**src/rtl/core/swa_pkg.sv**
```systemverilog
// ============================================================================
// swa_pkg
// Shared constants and helpers for the sliding window average core.
// ============================================================================
package swa_pkg;

  // Width of the window length register and its value after reset.
  localparam int unsigned WINDOW_BITS = 5;
  localparam logic [WINDOW_BITS-1:0] WINDOW_RESET = 5'd10;

  // Headroom bits of the running sum above the sample width.
  localparam int unsigned SUM_EXTRA = 5;

  // Defaults for the top-level parameters.
  localparam int unsigned MAX_WINDOW_DEF  = 16;
  localparam int unsigned SAMPLE_BITS_DEF = 24;

  // Width that holds both the window register and the ring depth itself.
  function automatic int unsigned win_width(input int unsigned max_window);
    int unsigned w;
    w = $clog2(max_window + 1);
    if (w < WINDOW_BITS) begin
      w = WINDOW_BITS;
    end
    return w;
  endfunction

endpackage

```
**src/rtl/core/swa_window.sv**
```systemverilog
// ============================================================================
// swa_window
// Sample ring, write pointer, fill count and running sum. A started word is
// read against the ring into registers, then folded into the sum, which
// then pulses done.
// ============================================================================
module swa_window #(
  parameter int unsigned MAX_WINDOW  = swa_pkg::MAX_WINDOW_DEF,
  parameter int unsigned SAMPLE_BITS = swa_pkg::SAMPLE_BITS_DEF
) (
  input  logic                                      clk_i,
  input  logic                                      rst_ni,
  input  logic                                      start_i,
  input  logic [SAMPLE_BITS-1:0]                    sample_i,
  input  logic [swa_pkg::win_width(MAX_WINDOW)-1:0] win_i,
  output logic [SAMPLE_BITS+swa_pkg::SUM_EXTRA-1:0] sum_o,
  output logic                                      done_o
);

  localparam int unsigned SumW = SAMPLE_BITS + swa_pkg::SUM_EXTRA;
  localparam int unsigned WinW = swa_pkg::win_width(MAX_WINDOW);
  localparam int unsigned IdxW = $clog2(MAX_WINDOW);
  localparam int unsigned AddrW = ((WinW > IdxW) ? WinW : IdxW) + 1;
  localparam int unsigned FillW = swa_pkg::WINDOW_BITS;

  logic [SAMPLE_BITS-1:0]  ring_q [MAX_WINDOW];
  logic [SAMPLE_BITS-1:0]  old_q;
  logic [SAMPLE_BITS-1:0]  samp_q;
  logic                    pend_q;
  logic                    done_q;
  logic [IdxW-1:0]         wp_q, wp_d;
  logic [FillW-1:0]        fill_q, fill_d;
  logic [SumW-1:0]         sum_q, sum_d;
  logic [AddrW-1:0]        wp_ext, win_ext, diff;
  logic [IdxW-1:0]         old_addr;
  logic                    filling;

  // Ring position that lies the window length behind the write pointer.
  always_comb begin
    wp_ext  = AddrW'(wp_q);
    win_ext = AddrW'(win_i);
    diff    = wp_ext - win_ext;
    if (wp_ext < win_ext) begin
      diff = diff + AddrW'(MAX_WINDOW);
    end
    old_addr = diff[IdxW-1:0];
  end

  // Sum update: add the new sample, drop the oldest once the window is full.
  always_comb begin
    filling = (AddrW'(fill_q) < win_ext);
    sum_d   = sum_q + {{swa_pkg::SUM_EXTRA{samp_q[SAMPLE_BITS-1]}}, samp_q};
    fill_d  = fill_q;
    if (filling) begin
      fill_d = fill_q + FillW'(1);
    end else begin
      sum_d = sum_d - {{swa_pkg::SUM_EXTRA{old_q[SAMPLE_BITS-1]}}, old_q};
    end
    if (wp_q == IdxW'(MAX_WINDOW - 1)) begin
      wp_d = '0;
    end else begin
      wp_d = wp_q + IdxW'(1);
    end
  end

  // Ring memory: registered read at start, write during the update cycle.
  always_ff @(posedge clk_i) begin
    if (start_i) begin
      old_q  <= ring_q[old_addr];
      samp_q <= sample_i;
    end
    if (pend_q) begin
      ring_q[wp_q] <= samp_q;
    end
  end

  // Control state and running sum.
  always_ff @(posedge clk_i or negedge rst_ni) begin
    if (!rst_ni) begin
      pend_q <= 1'b0;
      done_q <= 1'b0;
      wp_q   <= '0;
      fill_q <= '0;
      sum_q  <= '0;
    end else begin
      pend_q <= start_i;
      done_q <= pend_q;
      if (pend_q) begin
        wp_q   <= wp_d;
        fill_q <= fill_d;
        sum_q  <= sum_d;
      end
    end
  end

  assign sum_o  = sum_q;
  assign done_o = done_q;

`ifndef SYNTH
  // The write pointer never leaves the ring, also for depths that are not
  // a power of two.
  a_wp_range: assert property (@(posedge clk_i) disable iff (!rst_ni)
    wp_q <= IdxW'(MAX_WINDOW - 1))
    else $error("write pointer beyond ring depth");
`endif

endmodule

```
**src/rtl/core/swa_serdiv.sv**
```systemverilog
// ============================================================================
// swa_serdiv
// Bit-serial restoring divider. The magnitude of the running sum shifts out
// one bit per cycle against a narrow remainder while quotient bits shift in,
// then the signed quotient is saturated to the sample width.
// ============================================================================
module swa_serdiv #(
  parameter int unsigned MAX_WINDOW  = swa_pkg::MAX_WINDOW_DEF,
  parameter int unsigned SAMPLE_BITS = swa_pkg::SAMPLE_BITS_DEF
) (
  input  logic                                      clk_i,
  input  logic                                      rst_ni,
  input  logic                                      start_i,
  input  logic [SAMPLE_BITS+swa_pkg::SUM_EXTRA-1:0] sum_i,
  input  logic [swa_pkg::win_width(MAX_WINDOW)-1:0] win_i,
  output logic [SAMPLE_BITS-1:0]                    quot_o,
  output logic                                      done_o
);

  localparam int unsigned SumW = SAMPLE_BITS + swa_pkg::SUM_EXTRA;
  localparam int unsigned WinW = swa_pkg::win_width(MAX_WINDOW);
  localparam int unsigned RemW = WinW + 1;
  localparam int unsigned CntW = $clog2(SumW + 1);
  localparam logic [SumW-1:0] MagPos =
    {{(SumW - SAMPLE_BITS + 1){1'b0}}, {(SAMPLE_BITS - 1){1'b1}}};
  localparam logic [SumW-1:0] MagNeg = MagPos + SumW'(1);
  localparam logic [SAMPLE_BITS-1:0] OutLo = {1'b1, {(SAMPLE_BITS - 1){1'b0}}};

  logic [SumW-1:0]  dq_q;
  logic [RemW-1:0]  rem_q;
  logic [RemW-1:0]  trial, rem_d;
  logic [CntW-1:0]  cnt_q;
  logic             busy_q;
  logic             done_q;
  logic             neg_q;
  logic             ge;
  logic [SumW-1:0]  mag;

  // Magnitude of the dividend at load.
  assign mag = sum_i[SumW-1] ? (~sum_i + SumW'(1)) : sum_i;

  // One restoring step: trial subtract of the window from the remainder.
  always_comb begin
    trial = {rem_q[RemW-2:0], dq_q[SumW-1]};
    ge    = (trial >= RemW'(win_i));
    rem_d = ge ? (trial - RemW'(win_i)) : trial;
  end

  // Iteration state.
  always_ff @(posedge clk_i or negedge rst_ni) begin
    if (!rst_ni) begin
      busy_q <= 1'b0;
      done_q <= 1'b0;
      cnt_q  <= '0;
    end else begin
      done_q <= 1'b0;
      if (start_i) begin
        busy_q <= 1'b1;
        cnt_q  <= CntW'(SumW);
      end else if (busy_q) begin
        cnt_q <= cnt_q - CntW'(1);
        if (cnt_q == CntW'(1)) begin
          busy_q <= 1'b0;
          done_q <= 1'b1;
        end
      end
    end
  end

  // Shift registers for dividend, quotient and remainder.
  always_ff @(posedge clk_i) begin
    if (start_i) begin
      dq_q  <= mag;
      rem_q <= '0;
      neg_q <= sum_i[SumW-1];
    end else if (busy_q) begin
      dq_q  <= {dq_q[SumW-2:0], ge};
      rem_q <= rem_d;
    end
  end

  // Restore the sign and saturate to the sample range.
  always_comb begin
    if (neg_q) begin
      if (dq_q > MagNeg) begin
        quot_o = OutLo;
      end else begin
        quot_o = ~dq_q[SAMPLE_BITS-1:0] + SAMPLE_BITS'(1);
      end
    end else begin
      if (dq_q > MagPos) begin
        quot_o = MagPos[SAMPLE_BITS-1:0];
      end else begin
        quot_o = dq_q[SAMPLE_BITS-1:0];
      end
    end
  end

  assign done_o = done_q;

`ifndef SYNTH
  // A new division is never started over one still in progress.
  a_no_restart: assert property (@(posedge clk_i) disable iff (!rst_ni)
    start_i |-> !busy_q)
    else $error("divider restarted while busy");

  // The remainder always stays below the divisor.
  a_rem_bound: assert property (@(posedge clk_i) disable iff (!rst_ni)
    busy_q |-> (rem_q < RemW'(win_i)))
    else $error("divider remainder not below divisor");
`endif

endmodule

```
**src/rtl/core/sliding_window_average_core.sv**
```systemverilog
// ============================================================================
// sliding_window_average_core
// Running mean of the last window samples, Q16.8, truncated toward zero.
// ============================================================================
// An accepted sample passes the window update, then the bit-serial divider,
// which takes one quotient bit per cycle over the SAMPLE_BITS+5-bit sum, and
// then the output register. No new sample is taken until the last average
// has been loaded into the output register.
// Reset: asynchronous, active low; clears sum, fill count, pointer and
// handshake state and sets the window length to 10. The ring is not cleared.
module sliding_window_average_core #(
  parameter int unsigned MAX_WINDOW  = swa_pkg::MAX_WINDOW_DEF,
  parameter int unsigned SAMPLE_BITS = swa_pkg::SAMPLE_BITS_DEF
) (
  input  logic                              clk_i,
  input  logic                              rst_ni,
  // Configuration: window length.
  input  logic                              cfg_we_i,
  input  logic [swa_pkg::WINDOW_BITS-1:0]   cfg_wdata_i,
  // Input stream.
  input  logic                              s_axis_tvalid,
  output logic                              s_axis_tready,
  input  logic [((SAMPLE_BITS+7)/8)*8-1:0]  s_axis_tdata,  // [SAMPLE_BITS-1:0] sample
  // Output stream.
  output logic                              m_axis_tvalid,
  input  logic                              m_axis_tready,
  output logic [((SAMPLE_BITS+7)/8)*8-1:0]  m_axis_tdata   // [SAMPLE_BITS-1:0] average
);

  localparam int unsigned DataW = ((SAMPLE_BITS + 7) / 8) * 8;
  localparam int unsigned SumW  = SAMPLE_BITS + swa_pkg::SUM_EXTRA;
  localparam int unsigned WinW  = swa_pkg::win_width(MAX_WINDOW);

  localparam logic [1:0] StIdle = 2'd0;
  localparam logic [1:0] StBusy = 2'd1;
  localparam logic [1:0] StHold = 2'd2;

  logic [1:0]                      state_q, state_d;
  logic [swa_pkg::WINDOW_BITS-1:0] win_q;
  logic [WinW-1:0]                 win_eff;
  logic                            in_acc;
  logic                            out_free;
  logic                            out_load;
  logic                            out_valid_q;
  logic [SAMPLE_BITS-1:0]          out_data_q;
  logic [SumW-1:0]                 sum;
  logic                            upd_done;
  logic [SAMPLE_BITS-1:0]          quot;
  logic                            div_done;

  // Window length register.
  always_ff @(posedge clk_i or negedge rst_ni) begin
    if (!rst_ni) begin
      win_q <= swa_pkg::WINDOW_RESET;
    end else if (cfg_we_i) begin
      win_q <= cfg_wdata_i;
    end
  end

  // Effective window: zero acts as one, anything above the ring depth is
  // clamped to the depth.
  always_comb begin
    win_eff = WinW'(win_q);
    if (win_q == '0) begin
      win_eff = WinW'(1);
    end else if (win_eff > WinW'(MAX_WINDOW)) begin
      win_eff = WinW'(MAX_WINDOW);
    end
  end

  assign in_acc   = s_axis_tvalid && s_axis_tready;
  assign out_free = !out_valid_q || m_axis_tready;

  // Sequencer: one sample in flight at a time.
  always_comb begin
    state_d  = state_q;
    out_load = 1'b0;
    case (state_q)
      StIdle: begin
        if (in_acc) begin
          state_d = StBusy;
        end
      end
      StBusy: begin
        if (div_done) begin
          if (out_free) begin
            out_load = 1'b1;
            state_d  = StIdle;
          end else begin
            state_d = StHold;
          end
        end
      end
      StHold: begin
        if (out_free) begin
          out_load = 1'b1;
          state_d  = StIdle;
        end
      end
      default: begin
        state_d = StIdle;
      end
    endcase
  end

  always_ff @(posedge clk_i or negedge rst_ni) begin
    if (!rst_ni) begin
      state_q     <= StIdle;
      out_valid_q <= 1'b0;
    end else begin
      state_q <= state_d;
      if (out_load) begin
        out_valid_q <= 1'b1;
      end else if (m_axis_tready) begin
        out_valid_q <= 1'b0;
      end
    end
  end

  // Output word register.
  always_ff @(posedge clk_i) begin
    if (out_load) begin
      out_data_q <= quot;
    end
  end

  assign s_axis_tready = (state_q == StIdle);
  assign m_axis_tvalid = out_valid_q;
  assign m_axis_tdata  = DataW'(out_data_q);

  swa_window #(
    .MAX_WINDOW  (MAX_WINDOW),
    .SAMPLE_BITS (SAMPLE_BITS)
  ) u_window (
    .clk_i    (clk_i),
    .rst_ni   (rst_ni),
    .start_i  (in_acc),
    .sample_i (s_axis_tdata[SAMPLE_BITS-1:0]),
    .win_i    (win_eff),
    .sum_o    (sum),
    .done_o   (upd_done)
  );

  swa_serdiv #(
    .MAX_WINDOW  (MAX_WINDOW),
    .SAMPLE_BITS (SAMPLE_BITS)
  ) u_serdiv (
    .clk_i   (clk_i),
    .rst_ni  (rst_ni),
    .start_i (upd_done),
    .sum_i   (sum),
    .win_i   (win_eff),
    .quot_o  (quot),
    .done_o  (div_done)
  );

`ifndef SYNTH
  // After a sample is taken, no further sample is taken in the next cycle.
  a_one_in_flight: assert property (@(posedge clk_i) disable iff (!rst_ni)
    in_acc |=> !s_axis_tready)
    else $error("second sample accepted while one is in flight");

  // A finished division only arrives while the sequencer waits for it.
  a_done_busy: assert property (@(posedge clk_i) disable iff (!rst_ni)
    div_done |-> (state_q == StBusy))
    else $error("division finished outside the busy state");
`endif

endmodule

```
**config.mk**
```make
export PLATFORM = sky130hd
export DESIGN_NAME = sliding_window_average_core
export DESIGN_NICKNAME = d
export VERILOG_FILES = /design/src/rtl/core/swa_pkg.sv /design/src/rtl/core/swa_window.sv /design/src/rtl/core/swa_serdiv.sv /design/src/rtl/core/sliding_window_average_core.sv
export SDC_FILE = /design/constraint.sdc
export NUM_CORES = 1
export LEC_CHECK = 0
export BUFFER_PORTS_ARGS = -buffer_cell sky130_fd_sc_hd__buf_4
export CAP_MARGIN = 30
export CORE_ASPECT_RATIO = 2
export CORE_MARGIN = 2
export CORE_UTILIZATION = 61
export CTS_BUF_LIST = sky130_fd_sc_hd__clkbuf_4 sky130_fd_sc_hd__clkbuf_8
export DETAILED_ROUTE_END_ITERATION = 10
export PLACE_DENSITY = 0.78
export SLEW_MARGIN = 15
export SYNTH_ARGS = -nofsm -noshare
export SYNTH_HDL_FRONTEND = slang
export SYNTH_HIERARCHICAL = 1
export SYNTH_SLANG_ARGS = --single-unit
```
**constraint.sdc**
```tcl
create_clock -name clk_i -period 9.5 [get_ports clk_i]
set_input_delay 0.95 -clock clk_i [delete_from_list [all_inputs] [get_ports clk_i]]
set_output_delay 0.95 -clock clk_i [all_outputs]
set_load 0.05 [all_outputs]
```
Word level (Yosys, flattened, before mapping):

Memory sizes are Yosys's and may differ from the RTL's. A register that Yosys moved wholly into a read port is not among the register bits.
Cells that the tools add are included.

* reductions and logical operators: 9
* add/sub/neg operators: 10
* eq/ne operators: 7
* magnitude comparators: 6
* bitwise gates (word level): 2
* muxes and demuxes: 32

Operator list (count)
* $mux 29: 4
* $mux 24: 3
* $add 29x1->29 const B: 1
* $add 29x29->29: 1
* $gt 29x23->1 const B: 1
* $gt 29x24->1 const B: 1
* $not 29->29: 1
* $sub 29x29->29: 1
* $mux 5: 5
* $add 24x1->24 const B: 1
* $not 24->24: 1
* $mux 1: 12
* $add 4x1->4 const B: 2
* $mux 2: 4
* $mux 4: 2
* $ge 6x5->1: 1
* $pmux 2 s3: 1
* $add 5x1->5 const B: 1
* $eq 5x1->1 const B: 1
* $gt 5x5->1 const B: 1
* $logic_not 5->1: 1
* $lt 4x5->1: 1
* $lt 5x5->1: 1
* $sub 5x1->5 const B: 1
* 15 further kinds: 17

* memories: 1
* register bits after elaboration: 138
* bits of input ports: 34
* bits in writable memories: 384
* logic and storage cells: 83
* output and inout bits: 26

Memory list
* u_window.ring_q: words 16, width 24, rd ports 1, clocked after memory_dff 1, write ports 1, RTL line swa_window.sv:26 `logic [SAMPLE_BITS-1:0] ring_q [MAX_WINDOW];`

Logic depth before layout (Yosys ltp):

Gate-level depths: netlist of run 1.

* depth after elaboration: 6
* gate-level depth with buffers: 20
* depth with buffers taken out: 20

By module:

The synthesis of run 1 kept the hierarchy.

Modules (own cells, without submodules)
* swa_window: seq. area each 13973.4 µm², area each 21031.4 µm², times used 1, cells each 1303
* swa_serdiv: seq. area each 1176.1 µm², area each 3568.4 µm², times used 1, cells each 417
* sliding_window_average_core: seq. area each 923.4 µm², area each 1163.6 µm², times used 1, cells each 63

Least setup slack after synthesis of run 1:

Ideal clock, no wire load.

* kind: flip-flop to flip-flop
* start point: register u_window.samp_q[8]
* end point: register u_window.sum_q[28], in the netlist u_window/sum_o[28]
* required time: 9.421 ns
* library setup time: 0.079 ns
* period minus slack after synthesis: 4.350 ns
* buffers on the path: 1
* slack: 5.150 ns
* arrival: 4.271 ns
* cell stages (with the launch flop): 20
* path through: edfxtp_1 ha_1 a21oi_2 nand2_1 o41ai_4 o21ai_2 a311o_1 a21boi_2 xnor2_1 ha_1 clkbuf_1 a21oi_1 o21ai_0 nor3_1 o21ai_1 and2_1 a41o_1 or3_1 a21oi_1 xor2_1

* cells in the longest elaborated chain, start to end: 3

RTL lines
* from (decl): RTL line swa_window.sv:28 `logic [SAMPLE_BITS-1:0] samp_q;`
* from (signal assigned): RTL line swa_window.sv:70 `samp_q <= sample_i;`
* $add 29x29->29 (*): RTL line swa_window.sv:52 `sum_d = sum_q + {{swa_pkg::SUM_EXTRA{samp_q[SAMPLE_BITS-1]}}, samp_q};`
* $sub 29x29->29: RTL line swa_window.sv:57 `sum_d = sum_d - {{swa_pkg::SUM_EXTRA{old_q[SAMPLE_BITS-1]}}, old_q};`
* $mux 29 (*): RTL line swa_window.sv:54 `if (filling) begin`
* to (signal assigned): RTL line swa_window.sv:91 `sum_q <= sum_d;`
* to (decl): RTL line swa_window.sv:33 `logic [SumW-1:0] sum_q, sum_d;`

Mark *: on every way between the ends. The rest lies on a longest branch, timed or not.
A chain may end at the register's enable or synchronous reset.

Worst setup path in the final report of run 1:

* start point: register u_window.samp_q[0]
* end point: register u_window.sum_q[28], in the netlist u_window/sum_o[28]

Same word-level chain as after synthesis.

==> results of run 1 <==
==> registers in the layout, indices dropped and copies added, names as in the netlist <==
name,cells
u_window/ring_q,384
u_serdiv/dq_q,29
u_window/sum_o,29
m_axis_tdata,24
u_window/old_q,24
u_window/samp_q,24
u_serdiv/cnt_q,5
u_serdiv/rem_q,5
u_window/fill_q,5
win_q,5
u_window/wp_q,4
state_q,2
m_axis_tvalid,1
u_serdiv/busy_q,1
u_serdiv/done_o,1
u_serdiv/neg_q,1
u_window/done_o,1
u_window/pend_q,1
==> placed cells by master (no fill, tap or decap), drive strengths merged, types with 39 or more instances in the layout <==
master	count
xor2	52
dfrtp	53
ha	82
nor2	106
mux4	96
a21oi	134
nand2	83
buf	88
xnor2	40
clkbuf	100
edfxtp	486
inv	68
nor2b	39
o21ai	61
==> worst paths after layout <==
path / start / to / slack [ps] / depth (start not counted)
max in group asynchronous: rst_ni / u_window/done_o / 8590 / 1
hold reg to reg: u_serdiv/rem_q[4] / u_serdiv/rem_q[4] / 460 / 2
setup / recovery: u_window/samp_q[0] / u_window/sum_o[28] / 4230 / 20
setup reg to reg: u_window/samp_q[0] / u_window/sum_o[28] / 4230 / 20
min in group clk_i: u_serdiv/rem_q[4] / u_serdiv/rem_q[4] / 460 / 2
hold / removal: rst_ni / state_q[0] / 330 / 1
==> critical path: cells and delay by family, from the launching register on <==
kind	cells	cell delay, ps
simple gates	5	1020
flops	1	590
xor+xnor	2	410
fa+ha+maj	3	1080
compound gates	10	2080
==> cell families after synthesis <==
kind of cell,Yosys count
AOI/OAI and AO/OA,384
xor gates and xnor gates,92
adders and majority gates,86
buffers and inverters,142
DFF,546
muxes,133
and+or+nand+nor,400
==> layout make-up <==
class                           count  area [µm²]  share of cell area (%)
Antenna cell                        1       2.502                0.008800
Sequential cell                   546       16070                   56.53
Inverter                           64       240.2                  0.8448
Tap cell                          540       675.6                   2.376
Multi-Input combinational cell   1095        9199                   32.35
Timing Repair Buffer               88       680.7                   2.394
Clock buffer                      100        1239                   4.356
Clock inverter                     32       326.6                   1.148
==> power groups by stage <==
stage | sequential, W | clock (W) | combinational, W
3_5_place_dp | 0.00363 | 0 | 0.00547
3_3_place_gp | 0.00361 | 0 | 0.00535
6_report | 0.00359 | 0.00187 | 0.00553
2_1_floorplan | 0.00343 | 0 | 0.00428
5_1_grt | 0.00364 | 0.00200 | 0.00605
4_1_cts | 0.00358 | 0.00191 | 0.00550
==> routing by layer <==
layer	global-route usage, %	vias to the layer above	part of all wire [%]
li1	-	7115	-
met1	30.99	7817	35
met2	50.12	598	55
met3	3.638	164	5.1
met4	13.96	0	4.6
met5	0	-	0
==> stage by stage <==
step                util, %  cells  area, µm²  setup WS (ps)  hold slack (ps)
floorplan                 -   1783      25760           5150            431.8
global placement      64.25   2332      26840           4417            444.1
detailed placement    64.32   2333      26870           4369            454.0
CTS                   68.06   2465      28430           4326            338.7
global route          68.07   2466      28440           3928            386.9
finish                68.07   2466      28440           4228            334.4
==> out/qor.csv, run 1 <==
metric,value,unit
Starting Density,61.67,%
TNS Setup,0,ps
fraction of layout cells with a size suffix above 1,18.65,%
min cycle time layout,5272,ps
Post-Synth Simple-Gate Area,8.154,%
post-CTS sizing,0,
PD cells,386.3,nW/µm²
clk root buf,clkbuf_8,
worst endpoint required time,10050,ps
CTS Buf Count,75,
"Hold Vio Cnt, Final",0,
Cell Rows,106,
GPL Wtd Cong,0.9783,
crit path cell chain,"ha_1, fa_1, a211oi_1, o21bai_1, o2111ai_1, and2_1, o21ai_1, a21oi_1, o21ai_0, xor2_1, ha_1, nand2_1, o21ai_0, nor3_1, o21ai_1, and2_1, a41o_1, or3_1, a21oi_1, xor2_1",
Post-synth EDFFs,486,
syn_nets,1903,
GRT Total Usage,27.40,%
Clock Sinks,546,
"Arr. time, crit path",5820,ps
post-synth top area cell,edfxtp_1,
status,"complete, no violations",
ranking of synthesized cells by area,"edfxtp_1, mux4_2, dfrtp_1",
Slew Limit Fails,0,
"Distinct cells, synth",94,
DR WL/cell,23.63,µm
worst-margin pin slew,946.8,ps
first-pass GRT wire length,90270,µm
Commonest cells post-synth,"edfxtp_1, a21oi_1, nor2_1",
# IOs,60,
critical path type,reg2reg,
RSZ-0062 raised after global routing,false,
WL final,58270,µm
Pint,0.006511,W
ys flop type,edfxtp_1,
Synth Area in XOR/XNOR,3.128,%
post-synthesis mux area share,9.878,%
die area,43990,µm²
worst clock skew,36.47,ps
Final ANT Viol Nets,0,
slowest CP cell,edfxtp_1,
Comb pwr share,50.3,%
clk_lat worst skew,660,ps
largest net degree at the start of global routing,73,
final setup vio count,0,
initial antenna violation count,1,
Post-CTS Setup Bufs,0,
Syn Inst Count,1783,
grt total ovfl,0,
1st-iter DRT viols,1225,
total power,0.01098,W
Synth-to-Final Area Change,10.38,%
adder-cell share of the synthesized area,4.293,%
core box area,41780,µm²
Final nets,1990,
H-Tree Level Count,3,
largest family of logic cells by synthesized area,compound AO/OA/AOI/OAI gates,
Synth top area share,56.65,%
Post-Syn Area,25760,µm²
CTS tree,built,
DRC,0,
number of global-route vias before repair,16340,
Port Buffers,59,
vias per cell,6.364,
#FFs+latches synth,546,
leakage,10.04,nW
syn avg cell area,14.45,µm²
Reg power frac,32.7,%
FMAX,189.7,MHz
hold buffers post-CTS,0,
"Clk pin slew, worst setup/hold paths",70,ps
yosys warns,6,
# fillers,2914,
sw frac,40.72,%
compound-gate portion of the synthesized area,10.03,%
asr flop ratio synth,10.07,%
Sw Pwr,0.004473,W
most frequent cell after synthesis,edfxtp_1,
Max stage delay on crit path,590,ps
Die H,294.6,µm
Final period util,55.49,%
crit path launch type,register,
clock share of power,17.0,%
CP Max Fanout,17,
CP Capture Type,register,
max-cap viol count,0,
Final HPWL DP,38050,µm
worst vdd ir,0.2808,mV
die width,149.3,µm
CTS Buffer Depth,3,
relative slew slack,36.88,%
DR pass1 iterations,7,
sequential share of the synthesized area,62.39,%
worst hold path type,in2async,
Via Count,15690,
(Power assumes the default switching activity.)
==> run 2, diff against run 1 <==
--- a/config.mk
+++ b/config.mk
@@ -9,10 +9,10 @@
 export CAP_MARGIN = 30
 export CORE_ASPECT_RATIO = 2
 export CORE_MARGIN = 2
-export CORE_UTILIZATION = 61
+export CORE_UTILIZATION = 59
 export CTS_BUF_LIST = sky130_fd_sc_hd__clkbuf_4 sky130_fd_sc_hd__clkbuf_8
 export DETAILED_ROUTE_END_ITERATION = 10
-export PLACE_DENSITY = 0.78
+export PLACE_DENSITY = 0.79
 export SLEW_MARGIN = 15
 export SYNTH_ARGS = -nofsm -noshare
 export SYNTH_HDL_FRONTEND = slang
==> constraint.sdc (replaced) <==
create_clock -name clk_i -period 4.35 [get_ports clk_i]
set_input_delay 0.435 -clock clk_i [delete_from_list [all_inputs] [get_ports clk_i]]
set_output_delay 0.435 -clock clk_i [all_outputs]
set_load 0.05 [all_outputs]
==> run 2 against run 1 <==
Compared with the run above: non-clock buffer count rose by 230; register-to-register slack got worse by 4200 ps; combinational power rose to 2.9 times the previous value; final area rose by 8.3%; global-route usage up 2.0 points; worst setup slack worse by 4200 ps; critical path depth is 2 lower; utilization is 3.1 points higher; cell count is 9.9% higher; clock skew up 19 ps; sequential share of layout area decreased by 4.3 points; routed wire length grew 12%; critical path type unchanged.
==> out/qor.csv, run 2 (synthesized netlist as in run 1, its figures left out) <==
metric,value,unit
"Clk pin slew, worst setup/hold paths",70,ps
FF-to-FF setup slack,40,ps
largest net degree at the start of global routing,73,
DRC,0,
CTS Buffer Depth,3,
Final HPWL DP,44010,µm
vias per cell,6.234,
DR pass1 iterations,7,
Synth-to-Final Area Change,19.50,%
WL final,64980,µm
DR WL/cell,23.98,µm
status,"complete, no violations",
final setup vio count,0,
cell area after layout,30790,µm²
Final Non-Filler Cells,2710,
reg2reg start,u_window/sum_o[1],
CTS Buf Count,74,
worst endpoint required time,4860,ps
leakage,11.27,nW
initial antenna violation count,1,
core box area,43240,µm²
Slew Limit Fails,0,
die width,151.8,µm
first-pass GRT wire length,98750,µm
Final ANT Viol Nets,0,
min cycle time layout,4310,ps
Placed Cells,2520,
max-cap viol count,0,
grt total ovfl,0,
clk root buf,clkbuf_8,
reg2reg end,u_window/sum_o[27],
post-layout util,71.20,%
worst hold path depth,1,
RSZ-0062 raised after global routing,true,
# IOs,60,
max FFs per register,384,
GRT Total Usage,29.36,%
H-Tree Level Count,3,
most flop-heavy register,u_window/ring_q,
Die H,299.5,µm
die area,45460,µm²
Hold Startpoint,s_axis_tdata[0],
placed cell area,28260,µm²
worst hold path type,in2reg,
R2R cell count,18,
"Hold Vio Cnt, Final",0,
CP Capture Type,register,
fraction of layout cells with a size suffix above 1,28.76,%
CTS tree,built,
PD cells,907.3,nW/µm²
FMAX,232.0,MHz
crit path launch type,register,
Port Buffers,59,
Final period util,99.08,%
most frequent cells in the layout,"edfxtp_1, buf_4, a21oi_1",
Via Count,16900,
GPL Wtd Cong,0.9158,
worst vdd ir,0.4553,mV
"commonest non-fill, non-tap cell in the layout",edfxtp_1,
worst clock skew,55.95,ps
worst-margin pin slew,868.2,ps
Clock Sinks,546,
Cell Rows,108,
TNS Setup,0,ps
number of global-route vias before repair,17790,
critical path type,reg2reg,
worst hold endpoint,u_window/samp_q[0],
CP Max Fanout,3,
"Arr. time, crit path",4820,ps
clk_lat worst skew,670,ps
Starting Density,59.58,%
1st-iter DRT viols,1141,
hold slack,46.64,ps
Final nets,2219,
relative slew slack,41.83,%
==> run 2: critical path: stages (launching register included) <==
cell       delay [ps]
dfrtp_1           450
buf_6             150
fa_2              380
a211oi_2          230
o21bai_2          140
o2111ai_1         210
buf_4             170
and2_4            150
o21ai_2            50
a21oi_2           250
o21bai_1          110
xor2_1            180
ha_1              360
buf_6             140
a2111o_1          440
a32oi_1           230
o21ai_1            90
xor2_1            150
a221o_1           290
==> run 2: metrics by stage <==
stage	setup WS, ps	power [W]
floorplan	4.478	0.01686
global placement	-224.1	0.02212
detailed placement	-294.8	0.02250
CTS	13.32	0.02705
global route	-152.1	0.02957
finish	39.96	0.02793
==> run 2: area by class of cell <==
class,instances,area (µm²)
flip-flops and latches,546,16070
well taps,550,688.2
diodes,1,2.502
repair buffers,318,2557
multi-input cells,1095,9627
inverters,64,240.2
clock inverters,48,467.9
clock buffers,88,1130
fillers,2820,12450
==> run 2: worst max path at each step <==
stage               cells after the start  slack, ps               start                 end
floorplan                              19          4  u_window/samp_q[6]  u_window/sum_o[28]
global placement                       21       -220  u_window/samp_q[0]  u_window/sum_o[28]
detailed placement                     21       -290  u_window/samp_q[0]  u_window/sum_o[28]
CTS                                    20         10  u_window/samp_q[5]  u_window/sum_o[28]
global route                           21       -150   u_window/sum_o[1]  u_window/sum_o[28]
finish                                 18         40   u_window/sum_o[1]  u_window/sum_o[27]
==> run 2: metal layers <==
| layer | vias up | share of wire [%] | GRT usage (%) |
|---|---|---|---|
| met4 | 0 | 6.1 | 16.07 |
| li1 | 7575 | - | - |
| met2 | 711 | 55 | 54.73 |
| met3 | 213 | 5.9 | 4.475 |
| met1 | 8396 | 33 | 30.84 |
| met5 | - | 0 | 0 |
==> run 2: power by group <==
part           switching, W  leakage (nW)  internal [W]  total, W
Clock               0.00194         0.833       0.00224   0.00418
Combinational       0.00846          5.33       0.00772    0.0162
Sequential         0.000694          5.11       0.00688   0.00757
==> run 2: what timing repair did <==
action,4_1_cts,5_1_grt
hold buffers,29,0
pin swaps,14,41
hold endpoints to repair,81,0
resized for setup,22,60
setup endpoints to repair,10,10
buffers inserted,8,15
